## config.mk

```make
export PLATFORM = sky130hd
export DESIGN_NAME = ogru_front
export DESIGN_NICKNAME = d
export VERILOG_FILES = /design/src/design/ogru_pkg.sv /design/src/design/ogru_front.sv
export SDC_FILE = /design/constraint.sdc
export NUM_CORES = 1
export LEC_CHECK = 0
export BUFFER_PORTS_ARGS = -buffer_cell sky130_fd_sc_hd__buf_2
export CAP_MARGIN = 20
export CORE_UTILIZATION = 47
export DETAILED_ROUTE_END_ITERATION = 8
export PLACE_DENSITY = 0.86
export SETUP_SLACK_MARGIN = 0.3
export SLEW_MARGIN = 20
export SYNTH_ARGS = -nofsm -noshare
export SYNTH_HDL_FRONTEND = slang
export SYNTH_SLANG_ARGS = --single-unit
```

## constraint.sdc

```tcl
create_clock -name vclk -period 3.5
set_input_delay 0.175 -clock vclk [all_inputs]
set_output_delay 0.175 -clock vclk [all_outputs]
set_load 0.03 [all_outputs]
```

## src/design/ogru_pkg.sv

```systemverilog
// Shared constants, types and helper functions of the occupancy grid ray update block.
`default_nettype none

package ogru_pkg;

  // Grid geometry
  localparam int GRID_WIDTH  = 256;
  localparam int GRID_HEIGHT = 256;
  localparam int GRID_DEPTH  = GRID_WIDTH * GRID_HEIGHT;
  localparam int ADDR_W      = $clog2(GRID_DEPTH);
  localparam int COL_W       = $clog2(GRID_WIDTH);
  localparam int ROW_W       = $clog2(GRID_HEIGHT);

  // Field widths
  localparam int COORD_W     = 16;
  localparam int ODDS_W      = 6;
  localparam int CFG_W       = 5;
  localparam int CFG_IDX_W   = 3;
  localparam int TOUCH_W     = 9;
  localparam int CLASS_W     = 2;
  localparam int DELTA_W     = 16;
  localparam int ERR_W       = 19;
  localparam int E2_W        = 20;
  localparam int SUM_W       = 8;
  localparam int IN_TDATA_W  = 72;
  localparam int OUT_TDATA_W = 24;

  // Queue between front and back
  localparam int Q_DEPTH = 2;
  localparam int Q_PTR_W = $clog2(Q_DEPTH);
  localparam int Q_CNT_W = $clog2(Q_DEPTH + 1);

  localparam logic [COORD_W-1:0] GRID_WIDTH_C  = COORD_W'(GRID_WIDTH);
  localparam logic [COORD_W-1:0] GRID_HEIGHT_C = COORD_W'(GRID_HEIGHT);
  localparam logic [ADDR_W-1:0]  GRID_WIDTH_A  = ADDR_W'(GRID_WIDTH);
  localparam logic [ADDR_W-1:0]  GRID_LAST_A   = ADDR_W'(GRID_DEPTH - 1);
  localparam logic [TOUCH_W-1:0] TOUCH_MAX     = '1;

  // Register reset values, in tenths
  localparam logic [CFG_W-1:0] FREE_STEP_RST      = 5'd4;
  localparam logic [CFG_W-1:0] HIT_STEP_RST       = 5'd9;
  localparam logic [CFG_W-1:0] ODDS_LIMIT_RST     = 5'd20;
  localparam logic [CFG_W-1:0] OCCUPIED_LEVEL_RST = 5'd5;
  localparam logic [CFG_W-1:0] FREE_LEVEL_RST     = 5'd5;

  typedef enum logic [CFG_IDX_W-1:0] {
    CFG_FREE_STEP      = 3'd0,
    CFG_HIT_STEP       = 3'd1,
    CFG_ODDS_LIMIT     = 3'd2,
    CFG_OCCUPIED_LEVEL = 3'd3,
    CFG_FREE_LEVEL     = 3'd4
  } cfg_idx_t;

  typedef enum logic [CLASS_W-1:0] {
    CLASS_FREE     = 2'd0,
    CLASS_OCCUPIED = 2'd1,
    CLASS_UNKNOWN  = 2'd2
  } occ_class_t;

  typedef enum logic [2:0] {
    BK_CLEAR,
    BK_IDLE,
    BK_WALK,
    BK_DRAIN,
    BK_RD_ISSUE,
    BK_RD_WAIT
  } back_state_t;

  typedef logic signed [COORD_W-1:0] coord_t;

  typedef struct packed {
    logic [CFG_W-1:0] free_step;
    logic [CFG_W-1:0] hit_step;
    logic [CFG_W-1:0] odds_limit;
    logic [CFG_W-1:0] occupied_level;
    logic [CFG_W-1:0] free_level;
  } cfg_t;

  // Classified operation as it travels from front to back
  typedef struct packed {
    logic               is_read;
    coord_t             c0;
    coord_t             r0;
    coord_t             c1;
    coord_t             r1;
    logic               hit;
    logic [DELTA_W-1:0] dx;
    logic [DELTA_W-1:0] dy;
    logic               col_neg;
    logic               row_neg;
    logic               end_in;
  } op_t;

  typedef struct packed {
    occ_class_t                cls;
    logic signed [ODDS_W-1:0]  odds;
    logic [TOUCH_W-1:0]        touched;
    logic                      on_grid;
  } res_t;

  function automatic logic in_grid(input coord_t col, input coord_t row);
    logic [COORD_W-1:0] cu;
    logic [COORD_W-1:0] ru;
    cu = col;
    ru = row;
    return !cu[COORD_W-1] && !ru[COORD_W-1] && (cu < GRID_WIDTH_C) && (ru < GRID_HEIGHT_C);
  endfunction

  // Row-major cell address; only valid for in-grid coordinates
  function automatic logic [ADDR_W-1:0] cell_addr(input coord_t col, input coord_t row);
    logic [ADDR_W-1:0] ra;
    logic [ADDR_W-1:0] ca;
    ra = ADDR_W'(row[ROW_W-1:0]);
    ca = ADDR_W'(col[COL_W-1:0]);
    return ADDR_W'(ra * GRID_WIDTH_A) + ca;
  endfunction

endpackage

`default_nettype wire

```

## src/design/ogru_front.sv

```systemverilog
// Front end: accepts input transactions and classifies them into queue entries.
`default_nettype none

module ogru_front (
  input  wire logic                              in_tvalid,
  output logic                                   in_tready,
  input  wire logic [ogru_pkg::IN_TDATA_W-1:0]   in_tdata,
  input  wire logic                              in_tuser,
  input  wire logic                              q_full,
  input  wire logic                              clearing,
  output logic                                   push,
  output ogru_pkg::op_t                          push_op
);
  import ogru_pkg::*;

  coord_t                    c0;
  coord_t                    r0;
  coord_t                    c1;
  coord_t                    r1;
  logic signed [COORD_W:0]   dc;
  logic signed [COORD_W:0]   dr;
  logic signed [COORD_W:0]   dc_abs;
  logic signed [COORD_W:0]   dr_abs;

  // Unpack the payload
  assign c0 = in_tdata[15:0];
  assign r0 = in_tdata[31:16];
  assign c1 = in_tdata[47:32];
  assign r1 = in_tdata[63:48];

  // Ray deltas and step directions
  always_comb begin
    dc     = (COORD_W+1)'(c1) - (COORD_W+1)'(c0);
    dr     = (COORD_W+1)'(r1) - (COORD_W+1)'(r0);
    dc_abs = dc[COORD_W] ? -dc : dc;
    dr_abs = dr[COORD_W] ? -dr : dr;
  end

  // Build the queue entry
  always_comb begin
    push_op.is_read = in_tuser;
    push_op.c0      = c0;
    push_op.r0      = r0;
    push_op.c1      = c1;
    push_op.r1      = r1;
    push_op.hit     = in_tdata[64];
    push_op.dx      = dc_abs[DELTA_W-1:0];
    push_op.dy      = dr_abs[DELTA_W-1:0];
    push_op.col_neg = !(c1 > c0);
    push_op.row_neg = !(r1 > r0);
    push_op.end_in  = in_grid(c1, r1);
  end

  // Hold off while the queue is full or the grid is being cleared
  assign in_tready = !q_full && !clearing;
  assign push      = in_tvalid && in_tready;

endmodule

`default_nettype wire

```

==> results by group <==
Yosys
  – Gate Count Post-Synth: 435
  – Synth Area in Adders: 16.2%
  – Yosys Warn Count: 0
  – Post-synth cell types: 62
  – Count leader, synth: buf_4
  – List of most frequent post-synthesis cells: buf_4, inv_1, ha_1, xnor2_1, nor2_1
  – Avg Inst Size Synth: 6.97 um^2
  – Top post-synthesis cells by area: buf_4, ha_1, xnor2_1
  – Xor/xnor share of the synthesized area: 14.7%
  – Post-synthesis sequential area ratio: 0%
  – Leading area contributor after synthesis: buf_4
  – Main combinational cell family by area after synthesis: compound AO/OA/AOI/OAI gates
  – Mux contribution to synthesized area: 0.372%
  – Simple-gate share of the synthesized area: 21.4%
  – Mapped Area: 3030 um^2
  – Synth top area share: 16.4%
  – Compound-cell area share of the yosys netlist: 24.7%
  – Syn nets: 549

Flow run
  – Max cap viols: 0

Floorplanning
  – Die Area: 6770 um^2
  – Chip height: 82.3 um
  – Die W: 82.3 um
  – Starting Density: 50.0%
  – CORE AREA: 6060 um^2
  – # rows: 28
  – IO Count: 179

CTS
  – # hold bufs at CTS: 0

Global route
  – Number of global-route vias before repair: 2800
  – First-pass GRT wire length: 12.0 mm
  – Largest net degree at the start of global routing: 16
  – Initial antenna violation count: 0
  – Grt ovf: 0
  – All-Layer GR Usage: 22.2%

Layout
  – FF+latch count: 0
  – Number of clock buffers in the layout: 0
  – Final Cell Area: 3610 um^2
  – Antenna diodes: 0
  – Fin cells: 611
  – Nets: 652
  – FF+latch area: 0 um^2
  – Layout cells sized above 1: 37.7%
  – Multi-input logic area: 2440 um^2
  – Area growth, synth to finish: 19.3%
  – Filler cells: 553

STA
  – Min Tclk post-route: 3.17 ns
  – Worst slew margin: 49.7%
  – Final TNS setup: 0 ns
  – F_max: 315 MHz
  – Worst-Margin Slew: 0.747 ns
  – Period utilisation layout: 90.6%
  – WHS: 0.350 ns
  – RSZ-0062 raised after global routing: yes
  – Setup violations, final: 0
  – Slew Limit Fails: 0
  – Final hold viol count: 0

Placement
  – Port Buffers: 168
  – DP HPWL: 6.94 mm
  – Placed insts: 608
  – Routability Congestion: 0.909
  – Post-DP Area: 3460 um^2

Worst setup path
  – Startpoint types: input port
  – Setup crit end kind: output pin
  – CP Max Fanout: 6
  – Setup CP Type: input port to output pin
  – WP data required: 3.32 ns
  – Worst Path Arrival: 3.00 ns

Routing
  – 1st-iter DRT viols: 127
  – Final ANT Viol Nets: 0
  – Drc violations: 0
  – WL/cell: 13.7 um
  – Vias: 3370
  – Vias per Instance: 5.52
  – Total Wirelength: 8.39 mm
  – TritonRoute pass-1 iters: 5

Power
  – Pwr/cell area: 342 nW/um^2
  – Final Total Pwr: 1.24 mW
  – Worst IR drop on VDD: 0.348 mV
  – P_leak: 1.87 nW

Outcome
  – Outcome: finished clean

Min path
  – Worst hold-check path type: input port to output pin
-- layer usage --
metal	GRT usage (%)	vias up	wire length [um]
li1	-	1678	-
met1	26.7	1517	3450
met2	43.8	157	4260
met3	0.220	18	491
met4	3.68	0	184
met5	0	-	0
-- where the power goes --
part | switching, mW | leakage [nW] | total (mW) | internal, mW
combinational | 0.803 | 1.87 | 1.24 | 0.434
clock | 0 | 0 | 0 | 0
sequential | 0 | 0 | 0 | 0
total | 0.803 | 1.87 | 1.24 | 0.434
-- path summary, 6_finish.rpt --
path | from | end | slack [ns] | depth (start not counted)
min | in_tuser | push_op[100] | 0.35 | 0
max | in_tdata[48] | push_op[16] | 0.33 | 14
-- per-stage QoR --
step           util (%)  worst slack [ns]
2_1_floorplan         -             0.365
3_3_place_gp       57.1             0.210
3_5_place_dp       57.1            0.0972
4_1_cts            57.8             0.313
5_1_grt            59.6             0.238
6_report           59.6             0.328
-- area by class of cell --
cell class	instances	share of cell area, %
multi-input cells	319	67.5
inverters	44	4.64
well taps	75	2.60
repair buffers	173	25.2
-- worst max-delay path: stages --
cell and delay (ns):
buf_8 0.10, inv_4 0.05, ha_4 0.13, inv_2 0.04, fa_2 0.38, a211oi_4 0.27, o21ai_2 0.10, a2111oi_2 0.38
or3_4 0.24, nor2_4 0.05, o41a_1 0.47, a31oi_1 0.20, xnor2_1 0.20, buf_4 0.22
-- cell families (layout without fill, tap and decap cells) --
kind of cell               after synthesis  after routing
AOI/OAI and AO/OA                      109            109
xor gates and xnor gates                50             50
adders and majority gates               38             38
buffers and inverters                  116            217
muxes                                    1              1
and+or+nand+nor                        121            121
-- placed cells by master (no fill, tap or decap), types with 6 or more instances in the layout --
cell and instances:
ha_1 35, o21ai_1 7, nand2b_1 6, xor2_1 13
nor3_1 7, nand2_1 23, nor4_1 6, nor2_1 31
a31oi_1 6, inv_1 42, a21oi_1 27, nand3_1 8
xnor2_1 34, buf_4 12, o21ai_0 15, buf_2 159
-- what timing repair did --
| action | CTS | global route |
|---|---|---|
| endpoints found under the setup margin | 14 | 23 |
| pin swaps | 6 | 12 |
| gates resized for setup | 10 | 26 |
| gates cloned | 0 | 1 |
| buffers inserted | 1 | 1 |
Power figures use the tool's default switching activity.
