==> config.mk <==
export PLATFORM = sky130hd
export DESIGN_NAME = ogru_queue
export DESIGN_NICKNAME = d
export VERILOG_FILES = /design/src/design/ogru_pkg.sv /design/src/design/ogru_queue.sv
export SDC_FILE = /design/constraint.sdc
export NUM_CORES = 1
export LEC_CHECK = 0
export ABC_CLOCK_PERIOD_IN_PS = 6580
export BUFFER_PORTS_ARGS = -buffer_cell sky130_fd_sc_hd__buf_4
export CAP_MARGIN = 20
export CELL_PAD_IN_SITES_DETAIL_PLACEMENT = 0
export CELL_PAD_IN_SITES_GLOBAL_PLACEMENT = 2
export CORE_ASPECT_RATIO = 1.25
export CORE_UTILIZATION = 38
export CTS_CLUSTER_DIAMETER = 80
export DETAILED_ROUTE_END_ITERATION = 6
export MAX_ROUTING_LAYER = met4
export PLACE_DENSITY = 0.83
export SETUP_SLACK_MARGIN = 0.1
export SLEW_MARGIN = 20
export SYNTH_ARGS = -nofsm -noshare
export SYNTH_HDL_FRONTEND = slang
export SYNTH_SLANG_ARGS = --single-unit
==> constraint.sdc <==
create_clock -name clk -period 6.58 [get_ports clk]
set_input_delay 0.987 -clock clk [delete_from_list [all_inputs] [get_ports clk]]
set_output_delay 0.987 -clock clk [all_outputs]
set_load 0.01 [all_outputs]
==> src/design/ogru_pkg.sv <==
// Shared constants, types and helper functions of the occupancy grid ray update block.
`default_nettype none

package ogru_pkg;

  // Grid geometry
  localparam int GRID_WIDTH  = 256;
  localparam int GRID_HEIGHT = 256;
  localparam int GRID_DEPTH  = GRID_WIDTH * GRID_HEIGHT;
  localparam int ADDR_W      = $clog2(GRID_DEPTH);
  localparam int COL_W       = $clog2(GRID_WIDTH);
  localparam int ROW_W       = $clog2(GRID_HEIGHT);

  // Field widths
  localparam int COORD_W     = 16;
  localparam int ODDS_W      = 6;
  localparam int CFG_W       = 5;
  localparam int CFG_IDX_W   = 3;
  localparam int TOUCH_W     = 9;
  localparam int CLASS_W     = 2;
  localparam int DELTA_W     = 16;
  localparam int ERR_W       = 19;
  localparam int E2_W        = 20;
  localparam int SUM_W       = 8;
  localparam int IN_TDATA_W  = 72;
  localparam int OUT_TDATA_W = 24;

  // Queue between front and back
  localparam int Q_DEPTH = 2;
  localparam int Q_PTR_W = $clog2(Q_DEPTH);
  localparam int Q_CNT_W = $clog2(Q_DEPTH + 1);

  localparam logic [COORD_W-1:0] GRID_WIDTH_C  = COORD_W'(GRID_WIDTH);
  localparam logic [COORD_W-1:0] GRID_HEIGHT_C = COORD_W'(GRID_HEIGHT);
  localparam logic [ADDR_W-1:0]  GRID_WIDTH_A  = ADDR_W'(GRID_WIDTH);
  localparam logic [ADDR_W-1:0]  GRID_LAST_A   = ADDR_W'(GRID_DEPTH - 1);
  localparam logic [TOUCH_W-1:0] TOUCH_MAX     = '1;

  // Register reset values, in tenths
  localparam logic [CFG_W-1:0] FREE_STEP_RST      = 5'd4;
  localparam logic [CFG_W-1:0] HIT_STEP_RST       = 5'd9;
  localparam logic [CFG_W-1:0] ODDS_LIMIT_RST     = 5'd20;
  localparam logic [CFG_W-1:0] OCCUPIED_LEVEL_RST = 5'd5;
  localparam logic [CFG_W-1:0] FREE_LEVEL_RST     = 5'd5;

  typedef enum logic [CFG_IDX_W-1:0] {
    CFG_FREE_STEP      = 3'd0,
    CFG_HIT_STEP       = 3'd1,
    CFG_ODDS_LIMIT     = 3'd2,
    CFG_OCCUPIED_LEVEL = 3'd3,
    CFG_FREE_LEVEL     = 3'd4
  } cfg_idx_t;

  typedef enum logic [CLASS_W-1:0] {
    CLASS_FREE     = 2'd0,
    CLASS_OCCUPIED = 2'd1,
    CLASS_UNKNOWN  = 2'd2
  } occ_class_t;

  typedef enum logic [2:0] {
    BK_CLEAR,
    BK_IDLE,
    BK_WALK,
    BK_DRAIN,
    BK_RD_ISSUE,
    BK_RD_WAIT
  } back_state_t;

  typedef logic signed [COORD_W-1:0] coord_t;

  typedef struct packed {
    logic [CFG_W-1:0] free_step;
    logic [CFG_W-1:0] hit_step;
    logic [CFG_W-1:0] odds_limit;
    logic [CFG_W-1:0] occupied_level;
    logic [CFG_W-1:0] free_level;
  } cfg_t;

  // Classified operation as it travels from front to back
  typedef struct packed {
    logic               is_read;
    coord_t             c0;
    coord_t             r0;
    coord_t             c1;
    coord_t             r1;
    logic               hit;
    logic [DELTA_W-1:0] dx;
    logic [DELTA_W-1:0] dy;
    logic               col_neg;
    logic               row_neg;
    logic               end_in;
  } op_t;

  typedef struct packed {
    occ_class_t                cls;
    logic signed [ODDS_W-1:0]  odds;
    logic [TOUCH_W-1:0]        touched;
    logic                      on_grid;
  } res_t;

  function automatic logic in_grid(input coord_t col, input coord_t row);
    logic [COORD_W-1:0] cu;
    logic [COORD_W-1:0] ru;
    cu = col;
    ru = row;
    return !cu[COORD_W-1] && !ru[COORD_W-1] && (cu < GRID_WIDTH_C) && (ru < GRID_HEIGHT_C);
  endfunction

  // Row-major cell address; only valid for in-grid coordinates
  function automatic logic [ADDR_W-1:0] cell_addr(input coord_t col, input coord_t row);
    logic [ADDR_W-1:0] ra;
    logic [ADDR_W-1:0] ca;
    ra = ADDR_W'(row[ROW_W-1:0]);
    ca = ADDR_W'(col[COL_W-1:0]);
    return ADDR_W'(ra * GRID_WIDTH_A) + ca;
  endfunction

endpackage

`default_nettype wire

==> src/design/ogru_queue.sv <==
// Short FIFO of classified operations between front and back.
`default_nettype none

module ogru_queue (
  input  wire logic          clk,
  input  wire logic          rst_n,
  input  wire logic          push,
  input  wire ogru_pkg::op_t push_op,
  output logic               full,
  input  wire logic          pop,
  output ogru_pkg::op_t      pop_op,
  output logic               empty
);
  import ogru_pkg::*;

  op_t                entry_r [Q_DEPTH];
  logic [Q_PTR_W-1:0] wr_ptr_r;
  logic [Q_PTR_W-1:0] wr_ptr_nxt;
  logic [Q_PTR_W-1:0] rd_ptr_r;
  logic [Q_PTR_W-1:0] rd_ptr_nxt;
  logic [Q_CNT_W-1:0] cnt_r;
  logic [Q_CNT_W-1:0] cnt_nxt;

  assign full   = (cnt_r == Q_CNT_W'(Q_DEPTH));
  assign empty  = (cnt_r == '0);
  assign pop_op = entry_r[rd_ptr_r];

  // Advance pointers and count
  always_comb begin
    wr_ptr_nxt = wr_ptr_r;
    rd_ptr_nxt = rd_ptr_r;
    cnt_nxt    = cnt_r;
    if (push) begin
      wr_ptr_nxt = (wr_ptr_r == Q_PTR_W'(Q_DEPTH - 1)) ? '0 : wr_ptr_r + 1'b1;
    end
    if (pop) begin
      rd_ptr_nxt = (rd_ptr_r == Q_PTR_W'(Q_DEPTH - 1)) ? '0 : rd_ptr_r + 1'b1;
    end
    if (push && !pop) begin
      cnt_nxt = cnt_r + 1'b1;
    end else if (pop && !push) begin
      cnt_nxt = cnt_r - 1'b1;
    end
  end

  always_ff @(posedge clk) begin
    if (!rst_n) begin
      wr_ptr_r <= '0;
      rd_ptr_r <= '0;
      cnt_r    <= '0;
    end else begin
      wr_ptr_r <= wr_ptr_nxt;
      rd_ptr_r <= rd_ptr_nxt;
      cnt_r    <= cnt_nxt;
    end
  end

  // Store entries
  always_ff @(posedge clk) begin
    if (push) begin
      entry_r[wr_ptr_r] <= push_op;
    end
  end

endmodule

`default_nettype wire

==> flow_metrics.py, run 1 <==
metrics = {
    "outcome": {
        "outcome": "complete, no violations",
    },
    "layout": {
        "seqCellArea_sq_um": 6170,
        "multi_input_area_sq_um": 1262,
        "fillers": 1652,
        "nets": 665,
        "area_growth_pct": 32.76,
        "num_antenna_cells": 0,
        "drive_gt1_frac": 0.6010,
    },
    "power_and_ir_drop": {
        "ir_worst_vdd_mv": 0.2231,
        "p_leak_nw": 3.718,
        "pwr_density_cell_nw_per_um2": 300.7,
    },
    "sta": {
        "hold_violations": 0,
        "fin_skew_ps": 19.79,
        "max-slew-margin-rel": 0.4658,
        "slew_violations": 0,
        "tns_ps": 0,
        "worst_slack_ps": 3024,
        "min_period_over_period": 0.5405,
        "worst_slew_pin_slew_ps": 801.4,
        "rsz0062_at_grt": "no",
        "finalSetupViolations": 0,
        "fmax_ghz": 0.2812,
        "min_period_ps": 3556,
    },
    "min_path": {
        "hold_end": "cnt_r[1]",
        "hp-start": "cnt_r[1]",
        "hp-class": "register to register",
        "holdPathStages": 2,
    },
    "yosys": {
        "synth_cell_type_count": 18,
        "yosysTopAreaCell": "edfxtp_1",
        "netlist_instances": 336,
        "syn_area_sq_um": 7536,
        "netlist.area_leader.share": 0.8049,
        "yosys-top-cells-area": "edfxtp_1 80%, mux2_2 15%, buf_6 1.3%",
        "synth_seq_cells": 207,
        "seq_area_frac_synth": 0.8182,
        "yosys_warnings": 0,
        "avgSynthCellArea_sq_um": 22.43,
        "syn-num-nets": 442,
    },
    "detailed_routing": {
        "viasPerCell": 4.567,
        "dr.pass1.iters": 4,
        "drcViolationCount": 0,
        "dr.first_iter.drc_count": 228,
        "vias": 3832,
        "wl_per_cell_um": 16.75,
        "wl_um": 14060,
        "ant_nets": 0,
    },
    "setup_path": {
        "cp-end-kind": "output pin",
        "cp.required_ps": 5590,
        "path_max_fanout": 57,
        "worstReg2RegStart": "wr_ptr_r",
        "r2r_setup_slack_ps": 4400,
        "r2r_cells": 2,
        "arrival_ps": 2570,
        "path_class": "register to output pin",
        "cp-start-kind": "register",
        "r2r-end": "entry_r[1][37]",
    },
    "global_routing": {
        "grt_pass1_wl_um": 21680,
        "grt_pass1_vias": 4304,
        "grt_max_degree": 58,
        "overflow": 0,
        "grt_antenna_before_repair": 0,
        "grt_use_total": 0.1412,
    },
    "placement": {
        "dp_hpwl_um": 9211,
        "place_congestion": 0.6967,
        "port_buffers": 207,
        "pre_cts_ws_ps": 3488,
    },
    "clocking": {
        "clkTransAtPathRegs_ps": 60,
        "cts_buffer_depth": 3,
        "clock_sinks": 207,
        "ctsRootBufferMaster": "clkbuf_16",
        "cts_tree": "built",
        "ctsResizeCount": 0,
        "numCtsBuffers": 21,
        "post_cts_buffers": 0,
        "clk_latency_ps": 490,
        "h-tree-depth": 1,
        "hold_buffers": 0,
    },
    "die": {
        "fp.dieH_um": 159.4,
        "die_w_um": 128.0,
        "initial_utilization": 0.3885,
        "fp.coreArea_sq_um": 19400,
        "fp-row-count": 57,
        "io_pins": 208,
        "die-area_sq_um": 20400,
    },
    "run": {
        "cap_violations": 0,
    },
}
==> worst max-delay path by stage <==
stage,end
3_3_place_gp,pop_op[93]
3_5_place_dp,pop_op[93]
4_1_cts,pop_op[93]
2_1_floorplan,entry_r[0][0]
6_report,pop_op[93]
5_1_grt,pop_op[93]
==> flip-flops by register name, indices dropped and copies added (netlist names), named ones only <==
register  flops
cnt_r         2
rd_ptr_r      1
wr_ptr_r      1
entry_r     202
==> metal layers <==
metal,part of all wire,vias up,global-route usage
li1,-,1771,-
met1,0.38,1884,0.1554
met2,0.52,145,0.2453
met3,0.074,32,0.03562
met4,0.024,0,0.05027
met5,0,-,-
==> worst max-delay path: stages (launching register included) <==
cell,delay (ps)
dfxtp_4,730
buf_4,680
mux2_2,430
buf_4,150
==> final cells by class <==
cell class                      count  area share
Inverter                            1   0.0003752
Tap cell                          265     0.03314
Multi-Input combinational cell    117      0.1262
Clock inverter                     13     0.01126
Sequential cell                   207      0.6167
Clock buffer                       25     0.05403
Timing Repair Buffer              211      0.1583
==> kinds of logic after synthesis <==
group | synth area share
AOI/OAI and AO/OA | 0.002657
buffers and inverters | 0.01561
adders and majority gates | 0.001660
DFF | 0.8182
xor gates and xnor gates | 0.003487
muxes | 0.1509
and+or+nand+nor | 0.007471
==> through the flow <==
step / cells / power [mW] / cell area (sq um) / hold WS, ps / utilization
floorplan: 336 / 1.745 / 7536 / 466.2 / -
global placement: 801 / 1.908 / 9351 / 483.0 / 0.4821
detailed placement: 801 / 1.918 / 9351 / 511.1 / 0.4821
CTS: 839 / 3.052 / 10000 / 524.5 / 0.5157
global route: 839 / 3.126 / 10000 / 585.3 / 0.5157
finish: 839 / 3.009 / 10000 / 538.9 / 0.5157
==> power by group <==
part / internal [mW] / switching, mW
Combinational: 0.187 / 0.146
Sequential: 1.52 / 0.0263
Clock: 0.665 / 0.460
==> cells in the final DEF, fill, tap and decap left out, drive strengths merged <==
cell type,instances
buf,211
edfxtp,202
mux2,101
clkbuf,25
clkinv,10
dfxtp,5
and2,4
xor2,2
bufinv,2
inv,2
nor2b,2
nor2,1
and2b,1
xnor2,1
o21a,1
o21ai,1
or3,1
a21boi,1
ha,1
==> synth_stat cells <==
| master | count |
|---|---|
| mux2_2 | 101 |
| nor2b_1 | 2 |
| xnor2_1 | 1 |
| edfxtp_1 | 202 |
| dfxtp_1 | 5 |
| buf_6 | 9 |
| buf_4 | 1 |
| buf_2 | 1 |
| o21a_1 | 1 |
| or3_1 | 1 |
| and2_1 | 4 |
| inv_1 | 1 |
| o21ai_0 | 1 |
| xor2_1 | 2 |
| and2b_2 | 1 |
| ha_1 | 1 |
| a21boi_1 | 1 |
| nor2_1 | 1 |
(Power assumes the default switching activity.)
==> inputs of run 2 (changes only) <==
- ABC_CLOCK_PERIOD_IN_PS: 6580 -> 3600
- clock period: 6.58 -> 3.6 ns (I/O delays scaled with it)
==> run 2 against run 1 <==
Net effect: clock power up 76%; critical path depth unchanged; hold slack worse by 300 ps; clock-buffer cell count unchanged; sequential cell count unchanged; global-route usage up 0.62 points; clock skew down 12 ps; combinational power up 85%; final cell count unchanged; die area unchanged; total power up 80%; utilization about the same; critical path type unchanged; largest cell class unchanged.
==> flow_metrics.py, run 2 (synthesized netlist as in run 1, its figures left out) <==
metrics = {
    "die": {
        "die-area_sq_um": 20400,
        "initial_utilization": 0.3885,
        "fp-row-count": 57,
        "fp.dieH_um": 159.4,
        "die_w_um": 128.0,
        "io_pins": 208,
        "fp.coreArea_sq_um": 19400,
    },
    "setup_path": {
        "path_class": "register to output pin",
        "worstReg2RegStart": "wr_ptr_r",
        "slowest_stage": "dfxtp_4",
        "path_max_fanout": 53,
        "r2r_cells": 2,
        "cp.required_ps": 3060,
        "cp-end-kind": "output pin",
        "path_cells": "buf_12, mux2_2, buf_4",
        "r2r-end": "entry_r[1][82]",
        "crit_path_max_incr_delay_ps": 800,
        "cp-start-kind": "register",
        "r2r_setup_slack_ps": 1730,
        "arrival_ps": 2240,
    },
    "layout": {
        "drive_gt1_frac": 0.6003,
        "nets": 667,
        "reg.largest.list": "entry_r: 202 flops, cnt_r: 2 flops",
        "final_cell_mix": "211 x buf_4, 202 x edfxtp_1, 101 x mux2_2, 21 x clkbuf_16, 5 x clkinv_1",
        "fillers": 1654,
        "largest_register_ffs": 202,
        "layout_commonest_cell": "buf_4",
        "area_growth_pct": 32.82,
        "regMostFlops": "entry_r",
    },
    "detailed_routing": {
        "wl_per_cell_um": 17.20,
        "ant_nets": 0,
        "wl_um": 14430,
        "vias": 3861,
        "dr.pass1.iters": 4,
        "drcViolationCount": 0,
        "dr.first_iter.drc_count": 154,
        "viasPerCell": 4.602,
    },
    "clocking": {
        "ctsResizeCount": 0,
        "clk_latency_ps": 480,
        "post_cts_buffers": 0,
        "cts_buffer_depth": 3,
        "numCtsBuffers": 21,
        "hold_buffers": 0,
        "cts_tree": "built",
        "clkTransAtPathRegs_ps": 60,
        "ctsRootBufferMaster": "clkbuf_16",
        "clock_sinks": 207,
        "h-tree-depth": 1,
    },
    "placement": {
        "place_congestion": 0.6895,
        "dp_hpwl_um": 9534,
        "port_buffers": 207,
    },
    "power_and_ir_drop": {
        "p_leak_nw": 3.710,
        "ir_worst_vdd_mv": 0.4426,
        "p_total_mw": 5.421,
        "pwr_density_cell_nw_per_um2": 541.6,
    },
    "min_path": {
        "hold_end": "entry_r[1][24]",
        "hp-start": "push_op[24]",
        "holdPathStages": 1,
        "hp-class": "primary input to register",
    },
    "global_routing": {
        "grt_pass1_vias": 4222,
        "grt_max_degree": 59,
        "grt_pass1_wl_um": 22560,
        "grt_use_total": 0.1474,
        "overflow": 0,
        "grt_antenna_before_repair": 1,
    },
    "sta": {
        "min_period_ps": 2775,
        "max-slew-margin-rel": 0.4412,
        "hold_violations": 0,
        "finalSetupViolations": 0,
        "min_period_over_period": 0.7708,
        "slew_violations": 0,
        "tns_ps": 0,
        "fin_skew_ps": 7.789,
        "fmax_ghz": 0.3604,
        "worst_slew_pin_slew_ps": 838.3,
        "rsz0062_at_grt": "no",
    },
    "outcome": {
        "outcome": "complete, no violations",
    },
    "run": {
        "cap_violations": 0,
    },
}
-- run 2: changes by cell type in the layout (fill, tap and decap cells not counted) --
cell	previous run	this run
buf_12	0	2
diode_2	0	1
bufinv_16	2	1
clkinv_2	5	2
clkinvlp_4	0	1
-- run 2: layer usage --
metal | vias up | wire [um] | global-route usage
met2 | 141 | 7661 | 0.2606
li1 | 1778 | - | -
met1 | 1913 | 5427 | 0.1629
met3 | 29 | 1003 | 0.03528
met4 | 0 | 337 | 0.04385
met5 | - | 0 | -
-- run 2: final cells by class --
cell class | count | area (sq um) | area share
Tap cell | 265 | 331.6 | 0.03312
Antenna cell | 1 | 2.502 | 0.0002500
Clock buffer | 25 | 540.5 | 0.05400
Sequential cell | 207 | 6170 | 0.6164
Inverter | 1 | 3.754 | 0.0003750
Timing Repair Buffer | 213 | 1624 | 0.1623
Clock inverter | 10 | 75.07 | 0.007500
Multi-Input combinational cell | 117 | 1262 | 0.1261
-- run 2: through the flow --
stage | utilization | std cells | cell area, sq um | worst slack, ps | hold WS, ps
after floorplan | - | 336 | 7543 | 268.0 | 466.2
after global placement | 0.4841 | 803 | 9392 | 1321 | 479.5
after detailed placement | 0.4841 | 803 | 9392 | 1289 | 506.2
after CTS | 0.5159 | 838 | 10010 | 749.8 | 218.9
after global routing | 0.5160 | 839 | 10010 | 685.3 | 217.8
final | 0.5160 | 839 | 10010 | 825.0 | 238.5
-- run 2: how the worst max path moves through the flow --
stage | slack (ps) | startpoint | depth (start not counted) | to
after floorplan | 270 | push | 1 | entry_r[1][0]
after global placement | 1320 | register | 3 | pop_op[42]
after detailed placement | 1290 | register | 3 | pop_op[49]
after CTS | 750 | register | 3 | pop_op[49]
after global routing | 690 | register | 3 | pop_op[20]
final | 820 | register | 3 | pop_op[42]
-- run 2: critical path: cells and delay by family, from the launching register on --
| family | cells | cell delay [ps] |
|---|---|---|
| multiplexers | 1 | 390 |
| flip-flops | 1 | 800 |
| buffers and inverters | 2 | 510 |
-- run 2: power by group --
part           total (mW)  internal [mW]  switching (mW)
clock                1.97           1.14           0.831
combinational       0.616          0.349           0.267
sequential           2.84           2.79          0.0505
total                5.42           4.27            1.15
==> inputs of run 3 (changes only) <==
- ABC_CLOCK_PERIOD_IN_PS: 3600 -> 2600
- clock period: 3.6 -> 2.6 ns (I/O delays scaled with it)
==> run 3 against run 2 <==
Net effect: clock power up 43%; global-route usage fell by 0.61 points; total power rose by 40%; critical path depth unchanged; utilization is 0.23 points higher; first-iteration DRC count rose by 55%; sequential cell count unchanged; clock skew shrank 3.9 ps; sequential power increased by 37%; hold slack got worse by 150 ps; critical path type unchanged.
==> flow_metrics.py, run 3 (synthesized netlist as in run 1, its figures left out) <==
metrics = {
    "outcome": {
        "outcome": "complete, no violations",
    },
    "sta": {
        "min_period_ps": 2277,
        "max-slew-margin-rel": 0.6102,
        "fmax_ghz": 0.4391,
        "tns_ps": 0,
        "finalSetupViolations": 0,
        "hold_violations": 0,
        "slew_violations": 0,
        "min_period_over_period": 0.8759,
        "fin_skew_ps": 3.902,
        "rsz0062_at_grt": "no",
        "worst_slew_pin_slew_ps": 584.8,
    },
    "global_routing": {
        "busiest_layer": "met2",
        "globalRouteMet3Util": 0.03763,
        "grt_pass1_wl_um": 21630,
        "grt_max_degree": 102,
        "grt_use_total": 0.1412,
        "globalRouteMet1Util": 0.1614,
        "use_met2": 0.2438,
        "grt_antenna_before_repair": 0,
        "grt_pass1_vias": 4088,
        "overflow": 0,
    },
    "layout": {
        "nets": 667,
        "final_cell_mix": "211 x buf_4, 202 x edfxtp_1, 101 x mux2_2, 21 x clkbuf_16, 6 x clkinv_1",
        "layout_commonest_cell": "buf_4",
        "num_antenna_cells": 0,
        "reg.largest.list": "entry_r: 202 flops, cnt_r: 2 flops",
        "final_cell_count_no_fill": 840,
        "area_growth_pct": 33.42,
        "fillers": 1608,
        "multi_input_area_sq_um": 1262,
        "largest_register_ffs": 202,
        "seqCellArea_sq_um": 6170,
        "regMostFlops": "entry_r",
        "drive_gt1_frac": 0.6035,
    },
    "clocking": {
        "ctsRootBufferMaster": "clkbuf_16",
        "post_cts_buffers": 0,
        "clkTransAtPathRegs_ps": 60,
        "ctsResizeCount": 0,
        "clk_latency_ps": 480,
        "clock_sinks": 207,
        "cts_tree": "built",
        "hold_buffers": 0,
        "numCtsBuffers": 20,
        "cts_buffer_depth": 3,
        "h-tree-depth": 1,
    },
    "power_and_ir_drop": {
        "pwr_density_cell_nw_per_um2": 754.5,
        "p_clk_frac": 0.370,
        "power_switching_mw": 1.580,
        "p_int_mw": 6.006,
        "p_leak_nw": 3.736,
        "ir_worst_vdd_mv": 0.5968,
        "swShare": 0.2083,
        "combPwrFrac": 0.117,
        "p_seq_frac": 0.514,
    },
    "detailed_routing": {
        "dr.first_iter.drc_count": 238,
        "wl_um": 14100,
        "viasPerCell": 4.556,
        "ant_nets": 0,
        "drcViolationCount": 0,
        "dr.pass1.iters": 4,
        "vias": 3827,
        "wl_per_cell_um": 16.79,
    },
    "die": {
        "die-area_sq_um": 20400,
        "die_w_um": 128.0,
        "io_pins": 208,
        "fp.coreArea_sq_um": 19400,
        "fp-row-count": 57,
        "initial_utilization": 0.3885,
        "fp.dieH_um": 159.4,
    },
    "setup_path": {
        "path_max_fanout": 101,
        "cp_num_cells": 3,
        "arrival_ps": 1890,
        "r2r-end": "entry_r[1][67]",
        "slowest_stage": "mux2_2",
        "path_buf_inv": 2,
        "worstReg2RegStart": "wr_ptr_r",
        "r2r_cells": 2,
        "critPathCapture": "pop_op[89]",
        "crit_path_max_incr_delay_ps": 420,
        "path_cells": "buf_12, mux2_2, buf_4",
        "r2r_setup_slack_ps": 1090,
        "cp.required_ps": 2210,
        "cp-end-kind": "output pin",
        "cp-start-kind": "register",
        "cp_top_family": "buffers and inverters",
        "path_class": "register to output pin",
    },
    "placement": {
        "port_buffers": 207,
        "place_inst": 804,
        "place_congestion": 0.7025,
        "dp_hpwl_um": 9267,
    },
    "min_path": {
        "hp-class": "primary input to register",
    },
    "run": {
        "cap_violations": 0,
    },
}
## run 3: cell types whose count changed in the layout (fill, tap and decap cells not counted), sizes merged
| cell | change |
|---|---|
| inv | -1 |
| clkinv | +3 |
| buf | +1 |
| diode | -1 |
| bufinv | +1 |
| clkbuf | -2 |
## run 3: metal layers
layer | vias up | part of all wire
met5 | - | 0
met4 | 0 | 0.019
met3 | 23 | 0.074
met2 | 139 | 0.52
met1 | 1880 | 0.39
li1 | 1785 | -
## run 3: per-stage QoR
stage	power, mW	worst slack (ps)	utilization	hold slack, ps	instance area, sq um
floorplan	4.402	245.4	-	466.2	7545
finish	7.586	322.6	0.5183	90.74	10050
global route	7.889	229.7	0.5183	68.53	10050
CTS	7.690	285.9	0.5183	69.56	10050
detailed placement	4.871	813.7	0.4852	512.7	9412
global placement	4.847	826.2	0.4852	478.4	9412
## run 3: power by group through the flow
stage | registers, mW | logic, mW | clock network (mW)
after floorplan | 3.96 | 0.443 | 0
after global placement | 3.96 | 0.888 | 0
after detailed placement | 3.97 | 0.903 | 0
after CTS | 3.90 | 0.907 | 2.89
after global routing | 3.91 | 0.951 | 3.03
final | 3.90 | 0.885 | 2.81
## run 3: area by class of cell
cell class / count / area share
well taps: 265 / 0.03298
inverters: 1 / 0.0003733
flip-flops and latches: 207 / 0.6136
multi-input cells: 117 / 0.1256
clock inverters: 13 / 0.01095
clock buffers: 23 / 0.05301
repair buffers: 214 / 0.1635
## run 3: how the worst min path moves through the flow
stage | from | endpoint | slack, ps | cells past startpoint
final | push_op[71] | entry_r[1][71] | 90 | 1
after global routing | push_op[78] | entry_r[0][78] | 70 | 1
after CTS | push_op[32] | entry_r[0][32] | 70 | 1
after detailed placement | cnt_r[1] | cnt_r[1] | 510 | 2
after global placement | cnt_r[1] | cnt_r[1] | 480 | 2
after floorplan | cnt_r[1] | cnt_r[1] | 470 | 2
